## src/design/pvef_pkg.sv

```systemverilog
// Shared types and constants of the Prewitt vertical-edge filter.
package pvef_pkg;

  // Pixel transfer into the filter
  typedef struct packed {
    logic [7:0] red;
    logic [7:0] green;
    logic [7:0] blue;
    logic       frame_start;
  } pixel_t;

  // Result transfer out of the filter
  typedef struct packed {
    logic [7:0]  out_red;
    logic [7:0]  out_green;
    logic [7:0]  out_blue;
    logic [11:0] out_row;
    logic [9:0]  out_col;
    logic        frame_done;
  } result_t;

  // Classified pixel handed from the front end to the back end
  typedef struct packed {
    logic [23:0] px;     // {blue, green, red}
    logic        emit;   // centre is interior, a result follows
    logic [11:0] row;    // centre row
    logic [9:0]  col;    // centre column
    logic        done;   // last interior centre of the frame
  } job_t;

  // Configuration register indexes
  localparam logic REG_FRAME_WIDTH  = 1'b0;
  localparam logic REG_FRAME_HEIGHT = 1'b1;

  localparam int CFG_DATA_W = 12;

  localparam logic [10:0] FRAME_WIDTH_RST  = 11'd640;
  localparam logic [11:0] FRAME_HEIGHT_RST = 12'd480;

  // Smallest frame dimension the window supports
  localparam int MIN_DIM = 3;

  // Depth of the queue between front and back end
  localparam int QUEUE_DEPTH = 4;

  // Divide by three: floor(v * 683 / 2048) is exact for v below 2048
  localparam logic [9:0] RECIP3       = 10'd683;
  localparam int         RECIP3_SHIFT = 11;

endpackage

```

## src/design/pvef_front.sv

```systemverilog
// Front end: position counters, border classification and job push.
module pvef_front #(
  parameter int MAX_WIDTH = 1024
) (
  input  logic                         clk,
  input  logic                         rst,
  input  logic                         pixel_valid,
  input  pvef_pkg::pixel_t             pixel,
  output logic                         pixel_stall,
  input  logic [10:0]                  frame_width,
  input  logic [11:0]                  frame_height,
  input  logic                         q_full,
  output logic                         push,
  output pvef_pkg::job_t               job,
  output logic [$clog2(MAX_WIDTH)-1:0] idx
);

  import pvef_pkg::*;

  localparam int IDX_W = $clog2(MAX_WIDTH);
  localparam int WW    = ($clog2(MAX_WIDTH + 1) > 11) ? $clog2(MAX_WIDTH + 1) : 11;

  logic [IDX_W-1:0] column_counter;
  logic [11:0]      row_counter;
  logic [IDX_W-1:0] column_counter_next;
  logic [11:0]      row_counter_next;

  logic [WW-1:0] fw_ext;
  logic [WW-1:0] w;
  logic [11:0]   h;
  logic [WW-1:0] col0;
  logic [11:0]   row0;
  logic [12:0]   r1;
  logic [WW-1:0] c;
  logic [11:0]   r;
  logic [WW-1:0] c_inc;
  logic [12:0]   r_inc;
  logic [WW-1:0] c_dec;

  assign pixel_stall = q_full;
  assign push        = pixel_valid && !q_full;

  // effective frame sizes
  always_comb begin
    fw_ext = WW'(frame_width);
    if (fw_ext < WW'(MIN_DIM)) begin
      w = WW'(MIN_DIM);
    end else if (fw_ext > WW'(MAX_WIDTH)) begin
      w = WW'(MAX_WIDTH);
    end else begin
      w = fw_ext;
    end
    h = (frame_height < 12'(MIN_DIM)) ? 12'(MIN_DIM) : frame_height;
  end

  // position of this pixel, then where the next one lands
  always_comb begin
    col0 = pixel.frame_start ? '0 : WW'(column_counter);
    row0 = pixel.frame_start ? '0 : row_counter;
    if (col0 >= w) begin
      c  = '0;
      r1 = {1'b0, row0} + 13'd1;
    end else begin
      c  = col0;
      r1 = {1'b0, row0};
    end
    r = (r1 >= {1'b0, h}) ? '0 : r1[11:0];

    c_inc = c + WW'(1);
    r_inc = {1'b0, r} + 13'd1;
    if (c_inc >= w) begin
      column_counter_next = '0;
      row_counter_next    = (r_inc >= {1'b0, h}) ? '0 : r_inc[11:0];
    end else begin
      column_counter_next = c_inc[IDX_W-1:0];
      row_counter_next    = r;
    end

    c_dec     = c - WW'(1);
    idx       = c[IDX_W-1:0];
    job.px    = {pixel.blue, pixel.green, pixel.red};
    job.emit  = (r >= 12'd2) && (c >= WW'(2));
    job.row   = r - 12'd1;
    job.col   = c_dec[9:0];
    job.done  = (r == h - 12'd1) && (c == w - WW'(1));
  end

  always_ff @(posedge clk) begin
    if (rst) begin
      column_counter <= '0;
      row_counter    <= '0;
    end else if (push) begin
      column_counter <= column_counter_next;
      row_counter    <= row_counter_next;
    end
  end

endmodule

```

## config.mk

```make
export PLATFORM = sky130hd
export DESIGN_NAME = pvef_front
export DESIGN_NICKNAME = d
export VERILOG_FILES = /design/src/design/pvef_pkg.sv /design/src/design/pvef_front.sv
export SDC_FILE = /design/constraint.sdc
export NUM_CORES = 1
export LEC_CHECK = 0
export BUFFER_PORTS_ARGS = -buffer_cell sky130_fd_sc_hd__buf_2
export CORE_MARGIN = 10
export CORE_UTILIZATION = 55
export DETAILED_ROUTE_END_ITERATION = 7
export PLACE_DENSITY = 0.9
export SETUP_SLACK_MARGIN = 0.5
export SKIP_CTS_REPAIR_TIMING = 1
export SYNTH_ARGS = -nofsm -noshare
export SYNTH_HDL_FRONTEND = slang
export SYNTH_SLANG_ARGS = --single-unit
```

## constraint.sdc

```tcl
create_clock -name clk -period 18.85 [get_ports clk]
set_input_delay 0.9425 -clock clk [delete_from_list [all_inputs] [get_ports clk]]
set_output_delay 0.9425 -clock clk [all_outputs]
set_load 0.02 [all_outputs]
```

### Yosys cells after proc, flatten, opt, wreduce, memory -nomap -nowiden

Index checks and enable logic that the tools add are counted.

* add/subtract/negate cells: 7
* order comparisons: 9
* eq/ne operators: 2
* muxes and demuxes: 11
* reduce and logical (&&, ||, !) cells: 4

Operators by type and width (number)
* $mux 12: 5
* $mux 10: 3
* $add 12x1->13 const B: 2
* $ge 13x12->1: 2
* $sub 12x1->12 const B: 2
* $mux 11: 2
* $mux 13: 1
* $eq 12x12->1: 1
* $ge 12x2->1 const B: 1
* $lt 12x2->1 const B: 1
* $add 11x1->11 const B: 1
* $eq 11x11->1: 1
* $ge 10x11->1: 1
* $ge 11x11->1: 1
* $ge 11x2->1 const B: 1
* $gt 11x11->1 const B: 1
* $lt 11x2->1 const B: 1
* $sub 11x1->11 const B: 1
* $sub 10x1->10 const B: 1
* $logic_and 1x1->1: 3
* $logic_not 1->1: 1

* flip-flop bits (word level): 22
* bits of input ports: 52
* output and inout port bits: 60

### Longest topological paths before layout

* depth in word-level cells: 11
* gate-level depth with buffers: 34

### Worst setup path after synthesis

OpenSTA, ideal clock, no wires.

* kind: input -> register
* start point: in frame_width[3]
* end point: reg row_counter[2]
* setup time: 0.086 ns
* arrival: 7.752 ns
* setup slack: 11.012 ns
* stages: 33
* path buffers: 1
* cells stage by stage: or4_1 clkbuf_2 nor2_1 o21ai_0 ha_1 nand2_1 o21ai_0 a21o_1 a21oi_1 o311ai_0 and2_1 inv_1 ha_1 nand3_1 o21ai_0 a21oi_1 a21oi_1 a41o_1 nor2_1 inv_1 ha_1 inv_1 ha_1 nor2b_1 o21a_1 o21a_1 o21a_1 o2111ai_1 a21oi_1 or4_1 a41oi_2 a221oi_1 a211oi_1

* word-level cells in the longest chain between the ends: 11

Ends and longest elaborated chain
* start: declaration: line pvef_front.sv:10 `input logic [10:0] frame_width,`
* $gt 11x11->1: line pvef_front.sv:48 `end else if (fw_ext > WW'(MAX_WIDTH)) begin`
* $mux 11: line pvef_front.sv:48
* $mux 11 *: line pvef_front.sv:46 `if (fw_ext < WW'(MIN_DIM)) begin`
* $ge 10x11->1: line pvef_front.sv:60 `if (col0 >= w) begin`
* $mux 13: line pvef_front.sv:60
* $ge 13x12->1: line pvef_front.sv:67 `r = (r1 >= {1'b0, h}) ? '0 : r1[11:0];`
* $mux 12: line pvef_front.sv:67
* $add 12x1->13: line pvef_front.sv:70 `r_inc = {1'b0, r} + 13'd1;`
* $ge 13x12->1: line pvef_front.sv:73 `row_counter_next = (r_inc >= {1'b0, h}) ? '0 : r_inc[11:0];`
* $mux 12: line pvef_front.sv:73
* $mux 12 *: line pvef_front.sv:71 `if (c_inc >= w) begin`
* end signal: assignment: line pvef_front.sv:94 `row_counter <= row_counter_next;`
* end: declaration: line pvef_front.sv:24 `logic [11:0] row_counter;`

Every way passes the cells marked *; elsewhere a longest branch is shown, timed or not.
A chain may end at the register's enable or synchronous reset.

### Final worst setup path

Same ends and word-level chain as after synthesis.

==> flow_summary.json <==
{
  "cp.depth": 33,
  "avgSynthCellArea_sq_um": 7.00,
  "portBuffers": 63,
  "setup.worst_path.class": "in -> reg",
  "yosysWarnings": 0,
  "wl_per_cell_microns": 19.3,
  "htreeDepth": 1,
  "setup_viol_count_final": 0,
  "io_pins": 112,
  "total_power_uw": 157,
  "synth_edf_count": 0,
  "synthArstFlopShare_pct": 0,
  "status": "finished clean",
  "multi_input_area_sq_um": 3430,
  "crit_path_start_kind": "primary input",
  "reg2regPathDepth": 30,
  "die_x_microns": 109,
  "gp_congestion": 0.994,
  "layout_setup_ws_ns": 9.61,
  "synth.ff_latch_count": 22,
  "fp.dieH_microns": 109,
  "antenna_found_initial": 0,
  "drive_gt1_share_pct": 12.3,
  "crit_end": "row_counter[2]$_SDFFE_PP0P_",
  "areaGrowthSynthToFinish_pct": 5.04,
  "placed_cells": 732,
  "finalCriticalPeriod_ns": 9.24,
  "cts.reportedPaths.clkPinSlew_ns": 0.07,
  "r2r_slack_ns": 10.80,
  "num_vias": 4756,
  "fin_crit_sh_pct": 49.0,
  "max_freq_mhz": 108,
  "arrival_ns": 9.42,
  "timing.slew.headroom_pct": 36.1,
  "yosys.area.top_type": "ha_1",
  "rows": 32,
  "fill_cells": 715,
  "slew_viol_final": 0,
  "grt_max_degree": 27,
  "ant_nets": 0,
  "rsz0062_at_grt": "no",
  "p_leak_nw": 2.14,
  "crit_fanout": 13,
  "clock_sinks": 22,
  "cts_tree": "yes",
  "drv_cap": 0,
  "ir_drop_uv": 22.0,
  "required_ns": 19.03,
  "startpoint": "frame_width[3]",
  "netlist_area_sq_um": 4320,
  "seq_area_sq_um": 440,
  "drt_wl_total_mm": 14.2,
  "dpl_worst_slack_ns": 9.67,
  "yosysTopAreaCellShare_pct": 15.7,
  "slowest_delay_ns": 0.75,
  "root_buffer": "clkbuf_8",
  "powerDensity_nw_per_um2": 34.7,
  "hold_class": "reg -> reg",
  "final_cells": 736,
  "ys_seq_area_share_pct": 10.2,
  "grt_use_total_pct": 23.0,
  "diodes": 0,
  "initial_core_util_pct": 56.2,
  "die-area_sq_um": 11800,
  "netlist_instances": 617,
  "synth.area.top_cells": "ha_1, dfxtp_1, xnor2_1",
  "hold_viol": 0,
  "core_area_sq_um": 7690,
  "crit_family": "compound AO/OA/AOI/OAI gates",
  "crit_path_top_delay_cell": "a21oi_1",
  "overflow": 0,
  "r2r_end": "row_counter[2]$_SDFFE_PP0P_",
  "synth_ff_type": "dfxtp_1",
  "cts_buffers": 3,
  "postSynthNetCount": 723,
  "tightest_slew_ns": 0.958,
  "grt_first_pass_wirelength_mm": 22.4,
  "layout.nets": 741,
  "cts_buffer_depth": 2,
  "first_pass_iters": 5,
  "dp.final_hpwl_mm": 11.6,
  "worstSkewPairLatency_ns": 0.26,
  "avgViaCountPerCell": 6.46,
  "grt_pass1_vias": 4692,
  "route.detailed.drc": 0,
  "tns_ns": 0,
  "cp_num_buf_inv": 3,
  "path_common_cell": "a21oi_1",
  "skew_ns": 0.00148,
  "r2r_start": "column_counter[2]$_SDFFE_PP0P_",
  "cp-end-kind": "flop",
  "dr.first_iter.drc_count": 299,
  "netlist-cell-type-count": 61
}
-- final cells by class --
cell class / instances / share of cell area, %
flip-flops and latches: 22 / 9.71
clock buffers: 4 / 1.21
multi-input cells: 503 / 75.7
repair buffers: 65 / 7.28
well taps: 102 / 2.81
inverters: 40 / 3.31
-- layer usage --
layer	share of wire (%)	GRT usage [%]	routed length (microns)
met4	4.5	14.3	647
met1	39	25.0	5500
met2	49	40.3	6900
met3	8.2	4.52	1170
met5	0	0	0
-- registers in the layout, summed over array words and instances (netlist names) --
register	count
row_counter	12
column_counter	10
-- how the worst min path moves through the flow --
stage                                   startpoint                             end  slack (ns)  cells past startpoint
floorplan           column_counter[1]$_SDFFE_PP0P_  column_counter[1]$_SDFFE_PP0P_        0.43                      2
global placement    column_counter[4]$_SDFFE_PP0P_  column_counter[4]$_SDFFE_PP0P_        0.44                      2
detailed placement  column_counter[4]$_SDFFE_PP0P_  column_counter[4]$_SDFFE_PP0P_        0.44                      2
CTS                 column_counter[4]$_SDFFE_PP0P_  column_counter[4]$_SDFFE_PP0P_        0.45                      2
global route        column_counter[4]$_SDFFE_PP0P_  column_counter[4]$_SDFFE_PP0P_        0.48                      2
finish              column_counter[4]$_SDFFE_PP0P_  column_counter[4]$_SDFFE_PP0P_        0.45                      2
-- Yosys cell counts, drive strengths merged, types with 9 or more instances --
| cell | instances |
|---|---|
| nor2b | 17 |
| and3 | 12 |
| nand4 | 11 |
| xor2 | 21 |
| and2 | 14 |
| o21ai | 29 |
| a21oi | 40 |
| dfxtp | 22 |
| a21o | 11 |
| nor2 | 53 |
| buf | 30 |
| ha | 54 |
| nor4 | 12 |
| nor3 | 16 |
| nand2 | 54 |
| clkbuf | 22 |
| nand3 | 27 |
| a221oi | 9 |
| xnor2 | 35 |
| inv | 39 |
-- where the power goes --
group / internal, mW / total, mW / switching, mW
clock network: 0.0186 / 0.0332 / 0.0146
registers: 0.0479 / 0.0501 / 0.00219
logic: 0.0264 / 0.0740 / 0.0476
-- layout by cell type (no fill, tap or decap), types with 9 or more instances in the layout --
| master | n |
|---|---|
| dfxtp_1 | 22 |
| nor2_1 | 53 |
| nor2b_1 | 17 |
| ha_1 | 54 |
| o21ai_0 | 29 |
| nand2_1 | 54 |
| nor3_1 | 16 |
| xnor2_1 | 35 |
| a221oi_1 | 9 |
| nand4_1 | 11 |
| xor2_1 | 21 |
| inv_1 | 39 |
| nand3_1 | 27 |
| a21o_1 | 11 |
| and3_1 | 12 |
| nor4_1 | 11 |
| and2_1 | 14 |
| a21oi_1 | 39 |
| buf_2 | 63 |
-- cell families after synthesis --
family                   Yosys count  synth area share (%)
buffers and inverters             92                  10.3
adder cells (fa/ha/maj)           54                  15.7
AND/OR/NAND/NOR                  238                  27.5
multiplexers                       8                  1.88
AO/OA/AOI/OAI                    147                  23.0
flip-flops                        22                  10.2
XOR/XNOR                          56                  11.4
-- worst min-delay path, stage by stage, from the launching register on --
cell	delay (ns)
dfxtp_1	0.31
nand2_1	0.05
a21oi_1	0.05
-- through the flow --
stage          hold WS, ns  cell area, sq um  util [%]
2_1_floorplan        0.427              4320         -
3_3_place_gp         0.438              4480      58.3
4_1_cts              0.453              4530      59.0
5_1_grt              0.481              4530      59.0
6_report             0.452              4530      59.0
3_5_place_dp         0.443              4480      58.3
(Power assumes the default switching activity.)
