<file path="src/design/pvef_pkg.sv">
// Shared types and constants of the Prewitt vertical-edge filter.
package pvef_pkg;

  // Pixel transfer into the filter
  typedef struct packed {
    logic [7:0] red;
    logic [7:0] green;
    logic [7:0] blue;
    logic       frame_start;
  } pixel_t;

  // Result transfer out of the filter
  typedef struct packed {
    logic [7:0]  out_red;
    logic [7:0]  out_green;
    logic [7:0]  out_blue;
    logic [11:0] out_row;
    logic [9:0]  out_col;
    logic        frame_done;
  } result_t;

  // Classified pixel handed from the front end to the back end
  typedef struct packed {
    logic [23:0] px;     // {blue, green, red}
    logic        emit;   // centre is interior, a result follows
    logic [11:0] row;    // centre row
    logic [9:0]  col;    // centre column
    logic        done;   // last interior centre of the frame
  } job_t;

  // Configuration register indexes
  localparam logic REG_FRAME_WIDTH  = 1'b0;
  localparam logic REG_FRAME_HEIGHT = 1'b1;

  localparam int CFG_DATA_W = 12;

  localparam logic [10:0] FRAME_WIDTH_RST  = 11'd640;
  localparam logic [11:0] FRAME_HEIGHT_RST = 12'd480;

  // Smallest frame dimension the window supports
  localparam int MIN_DIM = 3;

  // Depth of the queue between front and back end
  localparam int QUEUE_DEPTH = 4;

  // Divide by three: floor(v * 683 / 2048) is exact for v below 2048
  localparam logic [9:0] RECIP3       = 10'd683;
  localparam int         RECIP3_SHIFT = 11;

endpackage

</file>
<file path="src/design/pvef_queue.sv">
// Short FIFO between the front end and the back end.
module pvef_queue #(
  parameter int WIDTH = 56
) (
  input  logic             clk,
  input  logic             rst,
  input  logic             push,
  input  logic [WIDTH-1:0] wdata,
  output logic             full,
  input  logic             pop,
  output logic [WIDTH-1:0] rdata,
  output logic             not_empty
);

  import pvef_pkg::*;

  localparam int PW = $clog2(QUEUE_DEPTH);

  logic [WIDTH-1:0] slots [QUEUE_DEPTH];
  logic [PW-1:0]    wr_ptr;
  logic [PW-1:0]    rd_ptr;
  logic [PW:0]      count;

  assign full      = (count == (PW+1)'(QUEUE_DEPTH));
  assign not_empty = (count != '0);
  assign rdata     = slots[rd_ptr];

  // storage
  always_ff @(posedge clk) begin
    if (push) begin
      slots[wr_ptr] <= wdata;
    end
  end

  // pointers and fill level
  always_ff @(posedge clk) begin
    if (rst) begin
      wr_ptr <= '0;
      rd_ptr <= '0;
      count  <= '0;
    end else begin
      if (push) begin
        wr_ptr <= wr_ptr + PW'(1);
      end
      if (pop) begin
        rd_ptr <= rd_ptr + PW'(1);
      end
      if (push && !pop) begin
        count <= count + (PW+1)'(1);
      end else if (pop && !push) begin
        count <= count - (PW+1)'(1);
      end
    end
  end

endmodule

</file>
<file path="config.mk">
export PLATFORM = sky130hd
export DESIGN_NAME = pvef_queue
export DESIGN_NICKNAME = d
export VERILOG_FILES = /design/src/design/pvef_pkg.sv /design/src/design/pvef_queue.sv
export SDC_FILE = /design/constraint.sdc
export NUM_CORES = 1
export LEC_CHECK = 0
export BUFFER_PORTS_ARGS = -buffer_cell sky130_fd_sc_hd__buf_2
export CAP_MARGIN = 15
export CORE_MARGIN = 4
export CORE_UTILIZATION = 55
export CTS_CLUSTER_DIAMETER = 30
export DETAILED_ROUTE_END_ITERATION = 6
export GPL_TIMING_DRIVEN = 0
export PLACE_DENSITY = 0.77
export SLEW_MARGIN = 40
export SYNTH_ARGS = -nofsm -noshare
export SYNTH_HDL_FRONTEND = slang
export SYNTH_SLANG_ARGS = --single-unit
</file>
<file path="constraint.sdc">
create_clock -name clk -period 2.55 [get_ports clk]
set_clock_uncertainty 0.05 [all_clocks]
set_input_delay 0.1275 -clock clk [delete_from_list [all_inputs] [get_ports clk]]
set_output_delay 0.1275 -clock clk [all_outputs]
set_load 0.02 [all_outputs]
</file>
; ---- Yosys cells after proc, flatten, opt, wreduce, memory -nomap -nowiden
; Memory sizes are Yosys's and may differ from the RTL's. A register that Yosys moved wholly into a read port is not among the register bits.
; Cells that the tools add are included.
[classes]
n_addsub = 4
n_eq_ne = 1
muxes = 6
reduce_logical = 6
[op_table]
columns = operator, count
row1 = two-way mux 3 bit, 2
row2 = adder 2 x 1 -> 2 bit (second input constant), 2
row3 = two-way mux 2 bit, 2
row4 = adder 3 x 1 -> 3 bit (second input constant), 1
row5 = == test 3 bit (second input constant), 1
row6 = nonzero test 3 bit, 1
row7 = subtractor 3 x 1 -> 3 bit (second input constant), 1
row8 = logical AND 1 bit, 2
row9 = logical NOT 1 bit, 2
row10 = two-way mux 1 bit, 2
row11 = nonzero test 2 bit, 1
[totals]
ff_bits = 7
ramBits = 224
in_bits = 60
out_inout_bits = 58
memories = 1
[mem_list]
columns = name, words, word_bits, rd, rd_clocked_by_memory_dff, write_ports, line_no
row1 = slots, 4, 56, 1, 1, 1, pvef_queue.sv:19  ; logic [WIDTH-1:0] slots [QUEUE_DEPTH];

; ---- Depth between registers and ports, before layout
; Gate-level depths: netlist of run 1.
[logic_depth]
ltp_word = 4
mapped_depth = 7
depth_no_buf = 7

; ---- Least setup slack after synthesis of run 1
; Ideal clock, no wire load.
[synth_path]
path_type = register to register
from = register wr_ptr[0]
to = memory slots[2][0], enable pin
setup_ns = 0.419
t_arrival_ns = 1.869
t_required_ns = 2.081
setup_slack_ns = 0.212
path_stages_with_launch = 4
path_buffers = 0
synth_period_minus_slack_ns = 2.338
cell_sequence = dfxtp_1 -> inv_1 -> ha_1 -> and2_1
[synth_rtl]
columns = element, line_no
row1 = start: declaration, pvef_queue.sv:20  ; logic [PW-1:0] wr_ptr;
row2 = start signal: assignment, pvef_queue.sv:43  ; wr_ptr <= wr_ptr + PW'(1);
row3 = end: declaration, pvef_queue.sv:19
; Straight into the memory's write port.

==> results of run 1 <==
## worst max-delay path: stages, from the launching register on
cell and delay [ns]:
dfxtp_1 0.31, buf_2 0.27, buf_2 0.34, mux4_2 0.38
buf_2 0.18
## sequential cells by signal (all words and copies together) (netlist names), named ones only
name,count
count,3
slots,224
rd_ptr,2
wr_ptr,2
## metal layers
metal | GRT usage | vias to the layer above | share of wire
met3 | 0.0490 | 36 | 0.055
met4 | 0.0676 | 0 | 0.025
li1 | - | 1890 | -
met2 | 0.322 | 149 | 0.52
met1 | 0.239 | 2199 | 0.40
met5 | 0 | - | 0
## final timing paths
| kind | slack [ns] | endpoint | cells after the start | startpoint |
|---|---|---|---|---|
| hold reg to reg | 0.50 | count[2] | 2 | count[2] |
| setup reg to reg | 0.83 | slots[0][22] | 5 | wr_ptr[0] |
| setup / recovery | 0.38 | rdata[22] | 4 | flip-flop |
| hold / removal | 0.32 | slots[1][6] | 2 | wdata[6] |
## cells in the final DEF (no fill, tap or decap), types with 5 or more instances in the layout
cell type | netlist | final
edfxtp_1 | 224 | 224
buf_2 | 5 | 121
dlygate4sd3_1 | 0 | 61
mux4_2 | 56 | 56
clkbuf_16 | 0 | 40
dfxtp_1 | 9 | 9
buf_12 | 4 | 7
clkbuf_1 | 2 | 7
nor2_1 | 7 | 7
clkinv_2 | 0 | 7
clkinv_1 | 0 | 7
ha_1 | 5 | 5
## cell families (layout without fill, tap and decap cells)
group | after synthesis | in the layout | synth area share
AO/OA/AOI/OAI | 2 | 2 | 0.00117
AND/OR/NAND/NOR | 15 | 15 | 0.00878
XOR/XNOR | 5 | 5 | 0.00513
other | 0 | 1 | 0
buffers and inverters | 17 | 271 | 0.0171
adder cells (fa/ha/maj) | 6 | 6 | 0.00966
flip-flops | 233 | 233 | 0.808
multiplexers | 58 | 58 | 0.150
## report_power, final
part	switching [mW]	leakage, nW	internal, mW
Clock	1.67	0.604	3.16
Combinational	0.573	1.30	0.490
Sequential	0.0532	2.13	4.40
Total	2.29	4.04	8.06
## repair_timing
| action | in CTS | in global routing |
|---|---|---|
| hold buffers | 61 | 0 |
| buffers inserted | 0 | 0 |
| hold endpoints to repair | 233 | 0 |
## cell type report
type	instances	area share
timing repair buffer	184	0.119
antenna	1	0.000220
multi-input combinational	86	0.132
tap	188	0.0206
clock buffer	45	0.0895
sequential	233	0.606
inverter	4	0.00132
clock inverter	25	0.0198
buffer	13	0.0115
## through the flow
step / setup WS (ns) / hold WS (ns) / cells
2_1_floorplan: 0.212 / 0.176 / 336
3_3_place_gp: -0.811 / 0.287 / 640
3_5_place_dp: 0.805 / 0.295 / 647
4_1_cts: 0.346 / 0.292 / 778
5_1_grt: 0.280 / 0.310 / 778
6_report: 0.383 / 0.322 / 779
==> impl_metrics.csv, run 1 <==
group,metric,value,unit
die,start_util,0.562,
routing,wl_per_cell,20.5,um
die,core_area,0.0152,sq mm
setup_path,worstPathArrival,1.99,ns
run,maxCapViolations,0,
synthesis,synthTopCellsByCount,"edfxtp_1 (224), mux4_2 (56), dfxtp_1 (9)",
synthesis,async_reset_ff_frac,0,
place,place_area,0.00954,sq mm
setup_path,critical_path_class,"flip-flop to primary output",
clocking,clockRootBuffer,"clkbuf_16",
clocking,htreeDepth,2,
pwr,p_total,10.4,mW
die,row_count,45,
routing,via_count,4274,
global_routing,grt_pass1_wl,25.7,mm
sta,finalCritPeriodShare,0.850,
synthesis,postSynthCellCount,336,
routing,vias_per_cell,5.49,
clocking,cts_buffer_depth,3,
die,die_area,0.0176,sq mm
die,die_x,133,um
cells_and_area,multiInputGateArea,0.00150,sq mm
synthesis,synth_top_area_cell,"edfxtp_1",
sta,setup_tns,0,ns
cells_and_area,post-route-util,0.750,
global_routing,grt_max_degree,35,
hold_path,hp-class,"primary input to flip-flop",
synthesis,synth.distinct_cells,21,
clocking,post_cts_resized,0,
global_routing,grt_pass1_vias,4718,
sta,max-slew-margin-rel,0.586,
routing,ant_nets,0,
sta,fin_crit,2.17,ns
synthesis,ys_seq_area_frac,0.808,
die,ios,118,
global_routing,grtUsageTotal,0.189,
routing,drc_errors,0,
cells_and_area,fin_area,0.0114,sq mm
routing,firstDrtPassIters,4,
sta,max_freq,462,MHz
clocking,clock_sinks,233,
place,hpwl,9.11,mm
synthesis,synthFlopType,"edfxtp_1",
place,port_buffers,116,
pwr,p_leak,4.04,nW
synthesis,synth_seq_cells,233,
sta,setup_viol,0,
setup_path,required,2.37,ns
pwr,vdd_drop_max,0.000677,V
setup_path,crit_path_max_fanout,10,
clocking,clk_pin_slew_worst_paths,0.05,ns
synthesis,synth_most_common_cell,"edfxtp_1",
synthesis,synth_area_leaders,"edfxtp_1 (79%), mux4_2 (15%), dfxtp_1 (2.1%)",
die,die_h,133,um
routing,wirelength,16.0,mm
run_status,status,"completed",
setup_path,cp-start-kind,"flip-flop",
cells_and_area,regArea,0.00691,sq mm
clocking,numCtsBuffers,39,
pwr,power_density,908,mW/mm^2
cells_and_area,fill_cells,830,
routing,first_iter_violations,191,
synthesis,synth_edf_count,224,
cells_and_area,finalNetCount,627,
global_routing,antenna_found_initial,0,
global_routing,grt-ovfl-total,0,
clocking,clock_latency,0.50,ns
synthesis,synth_top_area_frac,0.787,
synthesis,ys_warn_count,0,
setup_path,endpoint_kind,"primary output",
cells_and_area,drive_above_1_share,0.427,
sta,slew_viol_final,0,
synthesis,syn_area_per_cell,25.4,sq um
sta,grt_setup_unrepaired,"false",
synthesis,synth_area,0.00855,sq mm
sta,tightest_slew,0.621,ns
synthesis,syn-num-nets,402,
clocking,cts_tree,"done",
cells_and_area,areaGrowthSynthToFinish,33.4,%
place,gp_congestion,0.691,
sta,finalHoldViolations,0,
Note: power is estimated with default switching activity, not from simulation.
==> run 2, diff against run 1 <==
Settings changed: ABC_AREA from default to 1, CORE_UTILIZATION 55 to 52, PLACE_DENSITY 0.77 to 0.76.
Clock period 2.55 ns to 1.95 ns, I/O delays scaled along.
==> run 2 against run 1 <==
The flow now finishes with violations (negative setup slack). Clock power rose by 53%. Count of clock-buffer cells in the layout fell by 3. Non-clock buffer count rose by 33. Sequential share of layout area fell by 6.2 points. Wire length rose by 44%. Core utilization fell by 1.1 points. Sequential cell count did not move. Largest cell class unchanged. Via count rose by 44%. Hold slack got worse by 0.047 ns. Critical path depth rose by 3.
==> impl_metrics.csv, run 2 <==
group,metric,value,unit
synthesis,async_reset_ff_frac,0,
die,die_h,140,um
routing,vias_per_cell,5.66,
pwr,p_leak,4.65,nW
run_status,violations,"negative setup slack",
setup_path,cp-endpoint,"rdata[32]",
routing,first_iter_violations,595,
die,core_area,0.0172,sq mm
setup_path,required,1.80,ns
sta,finalCritPeriodShare,1.03,
synthesis,synth_area_leaders,"edfxtp_1 (74%), o21ai_0 (4.8%), nor2_1 (3.8%)",
clocking,htreeDepth,2,
synthesis,syn_area_per_cell,15.1,sq um
clocking,clockRootBuffer,"clkbuf_16",
synthesis,syn-num-nets,667,
sta,slew_viol_final,0,
pwr,power_density,1170,mW/mm^2
routing,firstDrtPassIters,5,
global_routing,met3_usage,0.0423,
routing,via_count,6170,
cells_and_area,diodes,0,
place,pre_cts_slack,-0.115,ns
synthesis,synth_seq_cells,233,
sta,fin_ws,-0.0613,ns
sta,grt_setup_unrepaired,"true",
sta,setup_tns,-0.0613,ns
setup_path,reg2reg_from,"wr_ptr[0]",
global_routing,grt_max_degree,22,
die,die_x,140,um
setup_path,worstReg2RegEnd,"slots[2][42]",
cells_and_area,finalNetCount,903,
die,die_area,0.0196,sq mm
sta,max_freq,497,MHz
setup_path,reg2regPathDepth,5,
setup_path,ff2ff_setup_slack,0.10,ns
setup_path,crit_path_max_fanout,10,
global_routing,met1_usage,0.287,
global_routing,gr-usage-met2,0.390,
sta,setup_viol,1,
sta,fin_hold_ws,0.275,ns
die,start_util,0.528,
cells_and_area,largest_reg_flops,224,
global_routing,grtUsageTotal,0.226,
cells_and_area,largest-register,"slots",
synthesis,synth_area,0.00908,sq mm
synthesis,synth_top_area_cell,"edfxtp_1",
clocking,cts_tree,"done",
cells_and_area,drive_above_1_share,0.353,
die,ios,118,
clocking,cts_buffer_depth,3,
clocking,clock_sinks,233,
sta,finalHoldViolations,0,
pwr,vdd_drop_max,0.00123,V
place,port_buffers,117,
place,gp_congestion,0.745,
cells_and_area,layout_commonest_cell,"edfxtp_1",
place,dp_cells,951,
routing,drc_errors,0,
cells_and_area,top_regs,"slots (224), count (3)",
clocking,clk_pin_slew_worst_paths,0.05,ns
cells_and_area,areaGrowthSynthToFinish,39.9,%
cells_and_area,final_cells,1090,
synthesis,synthTopCellsByCount,"edfxtp_1 (224), nor2_1 (93), o21ai_0 (87)",
place,hpwl,12.8,mm
clocking,clock_latency,0.49,ns
run_status,status,"finished with violations",
setup_path,endpoint_kind,"primary output",
hold_path,hp-class,"primary input to flip-flop",
cells_and_area,post-route-util,0.739,
routing,wirelength,23.0,mm
synthesis,ys_seq_area_frac,0.761,
setup_path,cp-start-kind,"flip-flop",
sta,tightest_slew,0.583,ns
sta,fin_crit,2.01,ns
global_routing,grt_pass1_vias,6406,
synthesis,synth_top_area_frac,0.741,
global_routing,antenna_found_initial,0,
setup_path,critical_path_class,"flip-flop to primary output",
cells_and_area,fin_area,0.0127,sq mm
run,maxCapViolations,0,
synthesis,ys_warn_count,0,
synthesis,synth.distinct_cells,27,
synthesis,synthFlopType,"edfxtp_1",
routing,ant_nets,0,
die,row_count,48,
clocking,numCtsBuffers,38,
global_routing,grt_pass1_wl,34.4,mm
global_routing,busiest_layer,"met2",
cells_and_area,final_cell_mix,"edfxtp_1 (224), nor2_1 (92), buf_2 (75), o21ai_0 (71), dlygate4sd3_1 (59)",
place,place_area,0.0101,sq mm
synthesis,postSynthCellCount,601,
synthesis,synth_edf_count,224,
global_routing,grt-ovfl-total,0,
synthesis,synth_most_common_cell,"edfxtp_1",
setup_path,worstPathArrival,1.86,ns
pwr,p_total,14.9,mW
sta,max-slew-margin-rel,0.609,
routing,wl_per_cell,21.1,um
## run 2: cell types whose count changed after synthesis, sizes merged, moves of 2 or more
cell,change
a21oi,+2
and2,-4
buf,+9
clkbuf,+14
inv,+13
mux2i,-2
mux4,-56
nand2,+9
nor2,+112
o21ai,+116
o22ai,+56
or3,-2
xnor2,-2
xor2,-2
## run 2: how the worst min path moves through the flow
| stage | from | to | depth (start not counted) | slack [ns] |
|---|---|---|---|---|
| floorplan | rst | count[0] | 1 | 0.12 |
| global route | rst | count[0] | 3 | 0.29 |
| detailed placement | rst | count[0] | 2 | 0.24 |
| global placement | rst | count[0] | 2 | 0.22 |
| CTS | rst | count[0] | 3 | 0.26 |
| finish | rst | count[0] | 3 | 0.28 |
## run 2: cells by family after synthesis
group | synth area share
buf+inv | 0.0354
flops | 0.761
xor+xnor | 0.000965
fa+ha+maj | 0.00910
simple gates | 0.0733
compound gates | 0.120
## run 2: where the power goes
part	switching, mW	total, mW	internal [mW]
clock	2.25	7.38	5.13
combinational	0.993	1.71	0.719
sequential	0.0692	5.80	5.73
## run 2: area by class of cell
type | instances | area, sq um
well taps | 225 | 282
clock inverters | 26 | 417
plain buffers | 36 | 397
repair inverters | 2 | 12.5
repair buffers | 194 | 1670
fillers | 1047 | 4480
clock buffers | 42 | 997
flip-flops and latches | 233 | 6910
inverters | 17 | 86.3
multi-input cells | 315 | 1930
## run 2: worst max-delay path: stages (launching register included)
cell and delay (ns):
dfxtp_4 0.35, buf_8 0.13, inv_8 0.07, buf_12 0.15
buf_8 0.15, nor2_1 0.06, o22ai_1 0.25, buf_4 0.20
## run 2: timing repair
action,in CTS,in global routing
setup buffers,3,4
setup endpoints to repair,112,99
hold endpoints to repair,233,0
hold buffers,59,0
gates resized for setup,102,57
pin swaps,2,15
cloned,5,0
## run 2: per-layer routing
metal | part of all wire | up-vias
met5 | 0 | -
met4 | 0.028 | 0
met3 | 0.061 | 56
met2 | 0.52 | 282
met1 | 0.39 | 3087
li1 | - | 2745
